**config.mk**
```make
export PLATFORM = sky130hd
export DESIGN_NAME = ws2812_pixel_bit_encoder
export DESIGN_NICKNAME = d
export VERILOG_FILES = /design/src/hw/rtl/ws2812enc_pkg.sv /design/src/hw/rtl/ws2812_pixel_bit_encoder.sv /design/src/hw/rtl/ws2812enc_front.sv /design/src/hw/rtl/ws2812enc_queue.sv /design/src/hw/rtl/ws2812enc_back.sv
export SDC_FILE = /design/constraint.sdc
export NUM_CORES = 1
export LEC_CHECK = 0
export ABC_AREA = 1
export BUFFER_PORTS_ARGS = -buffer_cell sky130_fd_sc_hd__buf_2
export CAP_MARGIN = 10
export CORE_ASPECT_RATIO = 0.9
export CORE_MARGIN = 2
export CORE_UTILIZATION = 40
export CTS_BUF_LIST = sky130_fd_sc_hd__clkbuf_8
export DETAILED_ROUTE_END_ITERATION = 8
export GPL_ROUTABILITY_DRIVEN = 0
export SYNTH_ARGS = -nofsm -noshare
export SYNTH_HDL_FRONTEND = slang
export SYNTH_SLANG_ARGS = --single-unit
export TNS_END_PERCENT = 100
```
**constraint.sdc**
```tcl
create_clock -name i_clk -period 8.5 [get_ports i_clk]
set_input_delay 1.275 -clock i_clk [delete_from_list [all_inputs] [get_ports i_clk]]
set_output_delay 1.275 -clock i_clk [all_outputs]
set_load 0.05 [all_outputs]
```
**src/hw/rtl/ws2812enc_pkg.sv**
```systemverilog
// Shared types, constants and helpers of the WS2812 pixel bit encoder.
package ws2812enc_pkg;

    localparam int SYMBOLS_PER_PIXEL = 24;
    localparam int SYM_CNT_W         = 5;
    localparam int CFG_IDX_W         = 3;

    localparam logic [7:0] RST_BRIGHTNESS = 8'd255;
    localparam logic [7:0] RST_T0H_TICKS  = 8'd4;
    localparam logic [7:0] RST_T0L_TICKS  = 8'd8;
    localparam logic [7:0] RST_T1H_TICKS  = 8'd8;
    localparam logic [7:0] RST_T1L_TICKS  = 8'd4;

    localparam logic [SYM_CNT_W-1:0] LAST_SYM_IDX = SYM_CNT_W'(SYMBOLS_PER_PIXEL - 1);

    typedef enum logic [CFG_IDX_W-1:0] {
        CFG_BRIGHTNESS = 3'd0,
        CFG_ZERO_HIGH  = 3'd1,
        CFG_ZERO_LOW   = 3'd2,
        CFG_ONE_HIGH   = 3'd3,
        CFG_ONE_LOW    = 3'd4
    } t_cfg_idx;

    typedef struct packed {
        logic [7:0] red;
        logic [7:0] green;
        logic [7:0] blue;
    } t_pixel_in;

    typedef struct packed {
        logic [7:0] high_ticks;
        logic [7:0] low_ticks;
        logic       last_symbol;
    } t_symbol;

    // Scaled pixel in line order: green first, MSB first.
    typedef struct packed {
        logic [7:0] green;
        logic [7:0] red;
        logic [7:0] blue;
    } t_scaled;

    typedef struct packed {
        logic [7:0] zero_high;
        logic [7:0] zero_low;
        logic [7:0] one_high;
        logic [7:0] one_low;
    } t_timing;

    // floor(p / 255) for p up to 255*255, without a divider.
    function automatic logic [7:0] div255(input logic [15:0] p);
        logic [16:0] s;
        s = {1'b0, p} + 17'd1 + {9'd0, p[15:8]};
        return s[15:8];
    endfunction

endpackage

```
**src/hw/rtl/ws2812_pixel_bit_encoder.sv**
```systemverilog
// WS2812 pixel bit encoder: one RGB request in, 24 timed GRB line symbols out.
// The first symbol of a pixel passes the product register, the queue write, the shifter load
//   and the symbol register before it shows on o_out_valid; later ones 1 per cycle unless stalled.
// Throughput: one symbol per cycle while i_out_stall is low, set by the back end shifter;
//   the front end takes a request per cycle until the pixel queue fills.
// Reset: synchronous active low; clears the queue and control, loads register defaults.
module ws2812_pixel_bit_encoder #(
    parameter int QUEUE_DEPTH = 2
) (
    input  logic                                 i_clk,
    input  logic                                 i_rst_n,
    // pixel request channel
    input  logic                                 i_in_valid,
    output logic                                 o_in_stall,
    input  ws2812enc_pkg::t_pixel_in             i_in_data,
    // line symbol channel
    output logic                                 o_out_valid,
    input  logic                                 i_out_stall,
    output ws2812enc_pkg::t_symbol               o_out_data,
    // register write channel
    input  logic                                 i_cfg_valid,
    output logic                                 o_cfg_ready,
    input  logic [ws2812enc_pkg::CFG_IDX_W-1:0]  i_cfg_index,
    input  logic [7:0]                           i_cfg_data
);
    import ws2812enc_pkg::*;

    logic    [7:0] r_brightness;
    t_timing       r_timing;
    logic          cfg_we;

    logic          q_push;
    t_scaled       q_push_data;
    logic          q_pop;
    t_scaled       q_head;
    logic          q_full;
    logic          q_empty;

    // Registers take a write in any cycle; writes beyond the register list drop.
    assign o_cfg_ready = 1'b1;
    assign cfg_we      = i_cfg_valid & o_cfg_ready;

    always_ff @(posedge i_clk) begin
        if (!i_rst_n) begin
            r_brightness       <= RST_BRIGHTNESS;
            r_timing.zero_high <= RST_T0H_TICKS;
            r_timing.zero_low  <= RST_T0L_TICKS;
            r_timing.one_high  <= RST_T1H_TICKS;
            r_timing.one_low   <= RST_T1L_TICKS;
        end else if (cfg_we) begin
            case (t_cfg_idx'(i_cfg_index))
                CFG_BRIGHTNESS: r_brightness       <= i_cfg_data;
                CFG_ZERO_HIGH:  r_timing.zero_high <= i_cfg_data;
                CFG_ZERO_LOW:   r_timing.zero_low  <= i_cfg_data;
                CFG_ONE_HIGH:   r_timing.one_high  <= i_cfg_data;
                CFG_ONE_LOW:    r_timing.one_low   <= i_cfg_data;
                default:        r_brightness       <= r_brightness;
            endcase
        end
    end

    // Front end: scale each channel by brightness, truncated, and hand the
    // pixel to the queue in line order (green, red, blue).
    ws2812enc_front u_front (
        .i_clk        (i_clk),
        .i_rst_n      (i_rst_n),
        .i_in_valid   (i_in_valid),
        .o_in_stall   (o_in_stall),
        .i_in_data    (i_in_data),
        .i_brightness (r_brightness),
        .o_push       (q_push),
        .o_push_data  (q_push_data),
        .i_full       (q_full)
    );

    // Queue decouples the front, which takes a pixel per cycle while the queue has room, from the slower back.
    ws2812enc_queue #(
        .DEPTH (QUEUE_DEPTH)
    ) u_queue (
        .i_clk       (i_clk),
        .i_rst_n     (i_rst_n),
        .i_push      (q_push),
        .i_push_data (q_push_data),
        .i_pop       (q_pop),
        .o_head      (q_head),
        .o_full      (q_full),
        .o_empty     (q_empty)
    );

    // Back end: emit MSB first, one symbol per cycle unless the output stalls; pop the next pixel
    // in the same cycle the last symbol of the current one is registered.
    ws2812enc_back u_back (
        .i_clk       (i_clk),
        .i_rst_n     (i_rst_n),
        .i_empty     (q_empty),
        .i_head      (q_head),
        .o_pop       (q_pop),
        .i_timing    (r_timing),
        .o_out_valid (o_out_valid),
        .i_out_stall (i_out_stall),
        .o_out_data  (o_out_data)
    );

    // Front end only stalls requests when a scaled pixel cannot enter the queue.
    a_stall_only_when_full: assert property (@(posedge i_clk) disable iff (!i_rst_n)
        o_in_stall |-> q_full)
        else $error("request stalled while queue has room");

    a_no_push_when_full: assert property (@(posedge i_clk) disable iff (!i_rst_n)
        q_push |-> !q_full)
        else $error("push into full pixel queue");

    a_no_pop_when_empty: assert property (@(posedge i_clk) disable iff (!i_rst_n)
        q_pop |-> !q_empty)
        else $error("pop from empty pixel queue");

endmodule

```
**src/hw/rtl/ws2812enc_front.sv**
```systemverilog
// Front end: accepts pixels, scales them by brightness, pushes them to the queue.
module ws2812enc_front (
    input  logic                     i_clk,
    input  logic                     i_rst_n,
    input  logic                     i_in_valid,
    output logic                     o_in_stall,
    input  ws2812enc_pkg::t_pixel_in i_in_data,
    input  logic [7:0]               i_brightness,
    output logic                     o_push,
    output ws2812enc_pkg::t_scaled   o_push_data,
    input  logic                     i_full
);
    import ws2812enc_pkg::*;

    logic        r_p_valid;
    logic [15:0] r_prod_r;
    logic [15:0] r_prod_g;
    logic [15:0] r_prod_b;
    logic        accept;

    assign o_in_stall = r_p_valid & i_full;
    assign accept     = i_in_valid & ~o_in_stall;
    assign o_push     = r_p_valid & ~i_full;

    always_ff @(posedge i_clk) begin
        if (!i_rst_n) begin
            r_p_valid <= 1'b0;
        end else if (accept) begin
            r_p_valid <= 1'b1;
        end else if (o_push) begin
            r_p_valid <= 1'b0;
        end
    end

    always_ff @(posedge i_clk) begin
        if (accept) begin
            r_prod_r <= 16'(i_in_data.red   * i_brightness);
            r_prod_g <= 16'(i_in_data.green * i_brightness);
            r_prod_b <= 16'(i_in_data.blue  * i_brightness);
        end
    end

    always_comb begin
        o_push_data.green = div255(r_prod_g);
        o_push_data.red   = div255(r_prod_r);
        o_push_data.blue  = div255(r_prod_b);
    end

endmodule

```
**src/hw/rtl/ws2812enc_queue.sv**
```systemverilog
// Short pixel queue between the scaling front end and the symbol back end.
module ws2812enc_queue #(
    parameter int DEPTH = 2
) (
    input  logic                   i_clk,
    input  logic                   i_rst_n,
    input  logic                   i_push,
    input  ws2812enc_pkg::t_scaled i_push_data,
    input  logic                   i_pop,
    output ws2812enc_pkg::t_scaled o_head,
    output logic                   o_full,
    output logic                   o_empty
);
    import ws2812enc_pkg::*;

    localparam int AW = (DEPTH > 1) ? $clog2(DEPTH) : 1;
    localparam int CW = $clog2(DEPTH + 1);

    t_scaled         r_slot [DEPTH];
    logic [AW-1:0]   r_wr_ptr;
    logic [AW-1:0]   r_rd_ptr;
    logic [CW-1:0]   r_count;
    logic [AW-1:0]   n_wr_ptr;
    logic [AW-1:0]   n_rd_ptr;

    assign o_full  = (r_count == CW'(DEPTH));
    assign o_empty = (r_count == '0);
    assign o_head  = r_slot[r_rd_ptr];

    assign n_wr_ptr = (r_wr_ptr == AW'(DEPTH - 1)) ? '0 : r_wr_ptr + 1'b1;
    assign n_rd_ptr = (r_rd_ptr == AW'(DEPTH - 1)) ? '0 : r_rd_ptr + 1'b1;

    always_ff @(posedge i_clk) begin
        if (!i_rst_n) begin
            r_wr_ptr <= '0;
            r_rd_ptr <= '0;
            r_count  <= '0;
        end else begin
            if (i_push) begin
                r_wr_ptr <= n_wr_ptr;
            end
            if (i_pop) begin
                r_rd_ptr <= n_rd_ptr;
            end
            case ({i_push, i_pop})
                2'b10:   r_count <= r_count + 1'b1;
                2'b01:   r_count <= r_count - 1'b1;
                default: r_count <= r_count;
            endcase
        end
    end

    always_ff @(posedge i_clk) begin
        if (i_push) begin
            r_slot[r_wr_ptr] <= i_push_data;
        end
    end

endmodule

```
**src/hw/rtl/ws2812enc_back.sv**
```systemverilog
// Back end: shifts a scaled pixel out as 24 timed line symbols.
module ws2812enc_back (
    input  logic                   i_clk,
    input  logic                   i_rst_n,
    input  logic                   i_empty,
    input  ws2812enc_pkg::t_scaled i_head,
    output logic                   o_pop,
    input  ws2812enc_pkg::t_timing i_timing,
    output logic                   o_out_valid,
    input  logic                   i_out_stall,
    output ws2812enc_pkg::t_symbol o_out_data
);
    import ws2812enc_pkg::*;

    logic [23:0]          r_bits;
    logic [SYM_CNT_W-1:0] r_cnt;
    logic                 r_busy;
    logic                 r_out_valid;
    t_symbol              r_out_data;
    logic                 adv;
    logic                 last;
    t_symbol              n_sym;

    assign adv   = r_busy & (~r_out_valid | ~i_out_stall);
    assign last  = (r_cnt == LAST_SYM_IDX);
    assign o_pop = ~i_empty & (~r_busy | (adv & last));

    always_comb begin
        n_sym.high_ticks  = r_bits[23] ? i_timing.one_high : i_timing.zero_high;
        n_sym.low_ticks   = r_bits[23] ? i_timing.one_low  : i_timing.zero_low;
        n_sym.last_symbol = last;
    end

    always_ff @(posedge i_clk) begin
        if (!i_rst_n) begin
            r_busy      <= 1'b0;
            r_cnt       <= '0;
            r_out_valid <= 1'b0;
        end else begin
            if (o_pop) begin
                r_busy <= 1'b1;
                r_cnt  <= '0;
            end else if (adv) begin
                r_cnt <= r_cnt + 1'b1;
                if (last) begin
                    r_busy <= 1'b0;
                end
            end
            if (adv) begin
                r_out_valid <= 1'b1;
            end else if (!i_out_stall) begin
                r_out_valid <= 1'b0;
            end
        end
    end

    always_ff @(posedge i_clk) begin
        if (o_pop) begin
            r_bits <= i_head;
        end else if (adv) begin
            r_bits <= {r_bits[22:0], 1'b0};
        end
        if (adv) begin
            r_out_data <= n_sym;
        end
    end

    assign o_out_valid = r_out_valid;
    assign o_out_data  = r_out_data;

endmodule

```
After elaboration in Yosys (flattened, before gate mapping)

Memory sizes are Yosys's and may differ from the RTL's. A register that Yosys moved wholly into a read port is not among the register bits.
Index checks and enable logic that the tools add are counted.

Equality and inequality tests: 9
$add $sub $neg: 11
Muxes and demuxes: 18
Multiply operators: 3
Reductions and logical operators: 13
Bitwise gates (word level): 15

Operators by type and width:

| operator                                                              | count |
|---|---|
| 16-bit by 1-bit adder with 16-bit output, second input constant       | 3 |
| 16-bit by 8-bit adder with 16-bit output                              | 3 |
| 8-bit by 8-bit multiplier with 16-bit output                          | 3 |
| 24-bit two-way mux                                                    | 2 |
| 8-bit two-way mux                                                     | 2 |
| 1-bit two-way mux                                                     | 13 |
| 2-bit AND reduction                                                   | 6 |
| 2-bit nonzero test                                                    | 4 |
| 1-bit inverter                                                        | 7 |
| 1-bit AND                                                             | 6 |
| 3-bit by 2-bit equality test with 1-bit output, second input constant | 2 |
| 5-bit by 1-bit adder with 5-bit output, second input constant         | 1 |
| 5-bit equality test, second input constant                            | 1 |
| 2-bit equality test, second input constant                            | 2 |
| 2-bit case mux with 2 select lines                                    | 1 |
| 3-bit by 1-bit equality test with 1-bit output, second input constant | 1 |
| 3-bit equality test, second input constant                            | 1 |
| 3-bit zero test                                                       | 1 |
| 1-bit adder, second input constant                                    | 2 |
| 2-bit by 1-bit adder with 2-bit output, second input constant         | 1 |
| 2-bit by 1-bit equality test with 1-bit output, second input constant | 1 |
| 2-bit zero test                                                       | 1 |
| 2-bit by 1-bit != test with 1-bit output, second input constant       | 1 |
| 1-bit OR                                                              | 2 |
| other kinds (2)                                                       | 2 |

Bits in registers: 141
Memories kept: 1
Bits in writable memories: 48
Word-level logic and storage cells: 89
Input port bits: 40
Output and inout port bits: 20

Memories:

| memory         | words | bits a word | rd ports | clocked after Yosys merged registers in | write ports | line                  | RTL |
|---|---|---|---|---|---|---|---|
| u_queue.r_slot | 2     | 24          | 1        | 1                                       | 1           | ws2812enc_queue.sv:19 | `t_scaled r_slot [DEPTH];` |

Logic depth before layout (Yosys ltp)

Depth in word-level cells: 8
Depth in mapped cells: 21
Depth with buffers taken out: 19

Modules after synthesis

Synthesis repeated with hierarchy kept, for this count alone.

Cell total of the unflattened synthesis: 2039
Area total of the unflattened synthesis: 16119.2 µm²

By module, submodules not included:

| module                   | area each (µm²) | times used | cells each | sequential area each (µm²) |
|---|---|---|---|---|
| ws2812enc_front          | 10309.9         | 1          | 1516       | 1461.4 |
| ws2812enc_back           | 2134.5          | 1          | 185        | 1371.3 |
| ws2812enc_queue          | 2064.5          | 1          | 110        | 1541.5 |
| ws2812_pixel_bit_encoder | 1610.3          | 1          | 228        | 800.8 |

Least setup slack after synthesis

OpenSTA, ideal clock, no wires.

Kind: input-to-reg
Start point: in i_in_data[16] (netlist bit)
End point: reg u_front.r_prod_r[12], data pin
Required time: 8.247 ns
Arrival: 4.647 ns
Stages on the path: 17
Buffers on the path: 1
Setup time: 0.253 ns
Setup slack: 3.600 ns
Cell sequence: clkbuf_1 > nand2_1 > fa_1 > fa_1 > inv_1 > fa_1 > inv_1 > fa_1 > inv_1 > ha_1 > nand2_1 > nand2_1 > o21bai_1 > nand2_1 > nand3_1 > nand2_1 > nand2_1

Word-level cells in the longest chain between the ends: 1

RTL lines:

| what                                         | line                           | RTL |
|---|---|---|
| start: declaration                           | ws2812_pixel_bit_encoder.sv:15 | `input ws2812enc_pkg::t_pixel_in i_in_data,` |
| 8-bit by 8-bit multiplier with 16-bit output | ws2812enc_front.sv:37          | `r_prod_r <= 16'(i_in_data.red * i_brightness);` |
| end signal: assignment                       | ws2812enc_front.sv:37          |  |
| end: declaration                             | ws2812enc_front.sv:16          | `logic [15:0] r_prod_r;` |

Every way passes these cells.
A chain may end at the register's enable or synchronous reset.

Worst setup path after layout

Start point: in i_in_data[18] (netlist bit)
End point: reg u_front.r_prod_r[12], data pin

Same word-level chain as after synthesis.

==> results.sh <==
export IMPL_clockBufferDepth=2
export IMPL_power_density_nw_per_um2=359
export IMPL_arrival_ns=4.75
export IMPL_slew_violations=0
export IMPL_yosysTopAreaCell="edfxtp_1"
export IMPL_hpwl_mm=24.6
export IMPL_async_reset_ff_share_pct=0
export IMPL_cp_data_required_time_ns=8.73
export IMPL_yosysSeqAreaShare_pct=32.8
export IMPL_hold_path_class="flip-flop to flip-flop"
export IMPL_crit_fanout=8
export IMPL_antenna_cells=0
export IMPL_grt_pass1_vias=11800
export IMPL_drive_gt1_share_pct=6.78
export IMPL_worstPathCellList="buf_2 > nand2_1 > inv_1 > fa_1 > fa_1 > fa_1 > inv_1 > fa_1 > inv_1 > ha_1 > a21oi_1 > nor2_1 > nor2_1 > nand3_1 > nand2_1 > nand2_1"
export IMPL_drtPass1Iterations=5
export IMPL_wl_per_cell_um=12.6
export IMPL_syn_inst=1988
export IMPL_ctsHoldBuffers=0
export IMPL_cp_slowest_cell="fa_1"
export IMPL_avgViaCountPerCell=4.67
export IMPL_cap_violations=0
export IMPL_initial_core_util_pct=40.8
export IMPL_area_delta_synth_final_pct=7.38
export IMPL_core_area_um2=38600
export IMPL_cts_sinks=190
export IMPL_critPathLaunchType="input port"
export IMPL_via_count=11900
export IMPL_grt_use_total_pct=16.8
export IMPL_clockRootBuffer="clkbuf_8"
export IMPL_fillCellCount=3912
export IMPL_post_route_drc_count=0
export IMPL_final_nets=2287
export IMPL_grt_pass1_wl_mm=55.9
export IMPL_grt_max_degree=54
export IMPL_yosys_warnings=0
export IMPL_synthTopCellsByArea="edfxtp_1 (26%), fa_1 (14%), nand2_1 (13%)"
export IMPL_ys_flop_type="edfxtp_1"
export IMPL_h_tree_depth=4
export IMPL_post_route_min_period_ns=4.52
export IMPL_clk_latency_ns=0.47
export IMPL_p_int_mw=3.12
export IMPL_post_cts_setup_buffers=0
export IMPL_die_w_um=213
export IMPL_clkPwrFrac_pct=10.7
export IMPL_postRouteAntennaNets=0
export IMPL_max_clock_freq_mhz=221
export IMPL_yosysTopAreaCellShare_pct=26.1
export IMPL_p_sw_share_pct=48.6
export IMPL_r2r_slack_ns=4.24
export IMPL_min_period_over_period_pct=53.1
export IMPL_crit_top_cell="fa_1"
export IMPL_synth_edf_count=137
export IMPL_place_inst=2514
export IMPL_critical_path_class="input port to flip-flop"
export IMPL_grt_antenna_before_repair=0
export IMPL_vdd_drop_max_v=0.000159
export IMPL_die_h_um=192
export IMPL_numPortBuffers=58
export IMPL_outcome="finished clean"
export IMPL_skew_ns=0.0232
export IMPL_worst_slew_pin_slew_ns=1.17
export IMPL_seq_power_share_pct=28.2
export IMPL_cts_tree="done"
export IMPL_cts_resized=0
export IMPL_syn_area_um2=15800
export IMPL_clk_pin_slew_worst_paths_ns=0.13
export IMPL_final_cell_mix="nand2_1 (548), inv_1 (478), edfxtp_1 (137)"
export IMPL_dr_first_iter_drc_count=783
export IMPL_ys_seq_elements=190
export IMPL_wl_mm=32.1
export IMPL_power_leakage_nw=9.09
export IMPL_cts_buffers=17
export IMPL_combPwrFrac_pct=61.1
export IMPL_max_slew_margin_rel_pct=21.7
export IMPL_syn_nets=2267
export IMPL_std_cell_rows=68
export IMPL_die_area_um2=41000
export IMPL_fin_tns_setup_ns=0
export IMPL_synth_cell_types=39
export IMPL_fin_cells=2546
export IMPL_slowest_delay_ns=0.54
export IMPL_syn_area_per_cell_um2=7.93
export IMPL_finalSetupViolCount=0
export IMPL_hold_violations=0
export IMPL_end_kind="flip-flop"
export IMPL_rsz0062_at_grt="no"
export IMPL_mostFrequentLayoutCell="nand2_1"
export IMPL_grt_ovfl_total=0
export IMPL_p_sw_mw=2.96
export IMPL_io_pins=60
area by class of cell:
| type | instances | area, um^2 | area share [%] |
|---|---|---|---|
| inverter | 480 | 1800 | 10.7 |
| multi-input combinational | 1251 | 8470 | 50.1 |
| timing repair buffer | 68 | 365 | 2.16 |
| clock inverter | 15 | 216 | 1.28 |
| clock buffer | 17 | 234 | 1.38 |
| tap | 525 | 657 | 3.88 |
| sequential | 190 | 5170 | 30.6 |
Yosys cell counts, types with 5 or more instances:
master    instances
a21oi_1          59
and2_1            6
buf_2             5
buf_6             5
clkbuf_1         43
clkbuf_2         13
dfxtp_1          53
edfxtp_1        137
fa_1            108
ha_1            131
inv_1           479
mux2i_1          24
nand2_1         548
nand3_1          76
nand4_1          22
nor2_1          124
nor3_1           15
o21ai_0          53
o21ai_2          23
o21bai_1         10
xnor2_1          15
xor2_1           13
critical path, delay by kind of cell:
kind,cells,cell delay (ns)
adders and majority gates,5,2.44
and+or+nand+nor,6,0.49
buffers and inverters,4,0.30
AOI/OAI and AO/OA,1,0.23
power by group through the flow:
stage                     logic, mW  registers, mW  clock network [mW]
after detailed placement       3.71           1.74                   0
after CTS                      3.73           1.71               0.673
final                          3.71           1.71               0.651
after floorplan                2.91           1.75                   0
after global routing           4.31           1.75               0.706
after global placement         3.66           1.73                   0
sequential cells by signal, indices dropped and copies added, names as in the netlist, named ones only:
| register | flops |
|---|---|
| u_back.o_out_data | 17 |
| u_back.r_busy | 1 |
| u_queue.r_wr_ptr | 1 |
| u_back.r_bits | 24 |
| u_front.r_prod_r | 16 |
| u_front.r_prod_b | 16 |
| u_queue.r_rd_ptr | 1 |
| r_brightness | 8 |
| r_timing | 32 |
| u_queue.r_count | 2 |
| u_queue.r_slot | 48 |
| u_back.o_out_valid | 1 |
| u_back.r_cnt | 5 |
| u_front.r_p_valid | 1 |
| u_front.r_prod_g | 16 |
path summary, 6_finish.rpt:
kind                                       from                   end  cells past startpoint
worst max-delay path              i_in_data[18]  u_front.r_prod_r[12]                     16
worst max register to register  r_brightness[6]  u_front.r_prod_r[12]                     16
worst min-delay path               r_timing[22]          r_timing[22]                      2
worst min register to register     r_timing[22]          r_timing[22]                      2
per-stage QoR:
stage | power (mW) | cell area (um^2) | hold slack (ns) | utilization [%] | worst slack [ns]
2_1_floorplan | 4.65 | 15800 | 0.424 | - | 3.60
3_3_place_gp | 5.39 | 16500 | 0.436 | 42.6 | 3.52
3_5_place_dp | 5.44 | 16500 | 0.443 | 42.6 | 3.52
4_1_cts | 6.12 | 16900 | 0.463 | 43.8 | 4.04
5_1_grt | 6.76 | 16900 | 0.480 | 43.8 | 3.78
6_report | 6.08 | 16900 | 0.460 | 43.8 | 3.98
logic make-up (layout without fill, tap and decap cells):
family          after synthesis  after routing  synth area share, %
xor+xnor                     28             28                 1.56
other cells                   1              1               0.0238
fa+ha+maj                   239            239                 24.1
buf+inv                     547            580                 13.4
mux                          24             24                 1.52
simple gates                804            804                 20.7
flops                       190            190                 32.8
compound gates              155            155                 5.80
per-layer routing:
layer | GRT usage (%) | vias up | wire length (um)
li1 | - | 6101 | -
met1 | 23.4 | 5599 | 16200
met2 | 28.8 | 177 | 14500
met3 | 1.71 | 23 | 1090
met4 | 3.07 | 0 | 299
met5 | 0 | - | 0
Note: power is estimated with default switching activity, not from simulation.
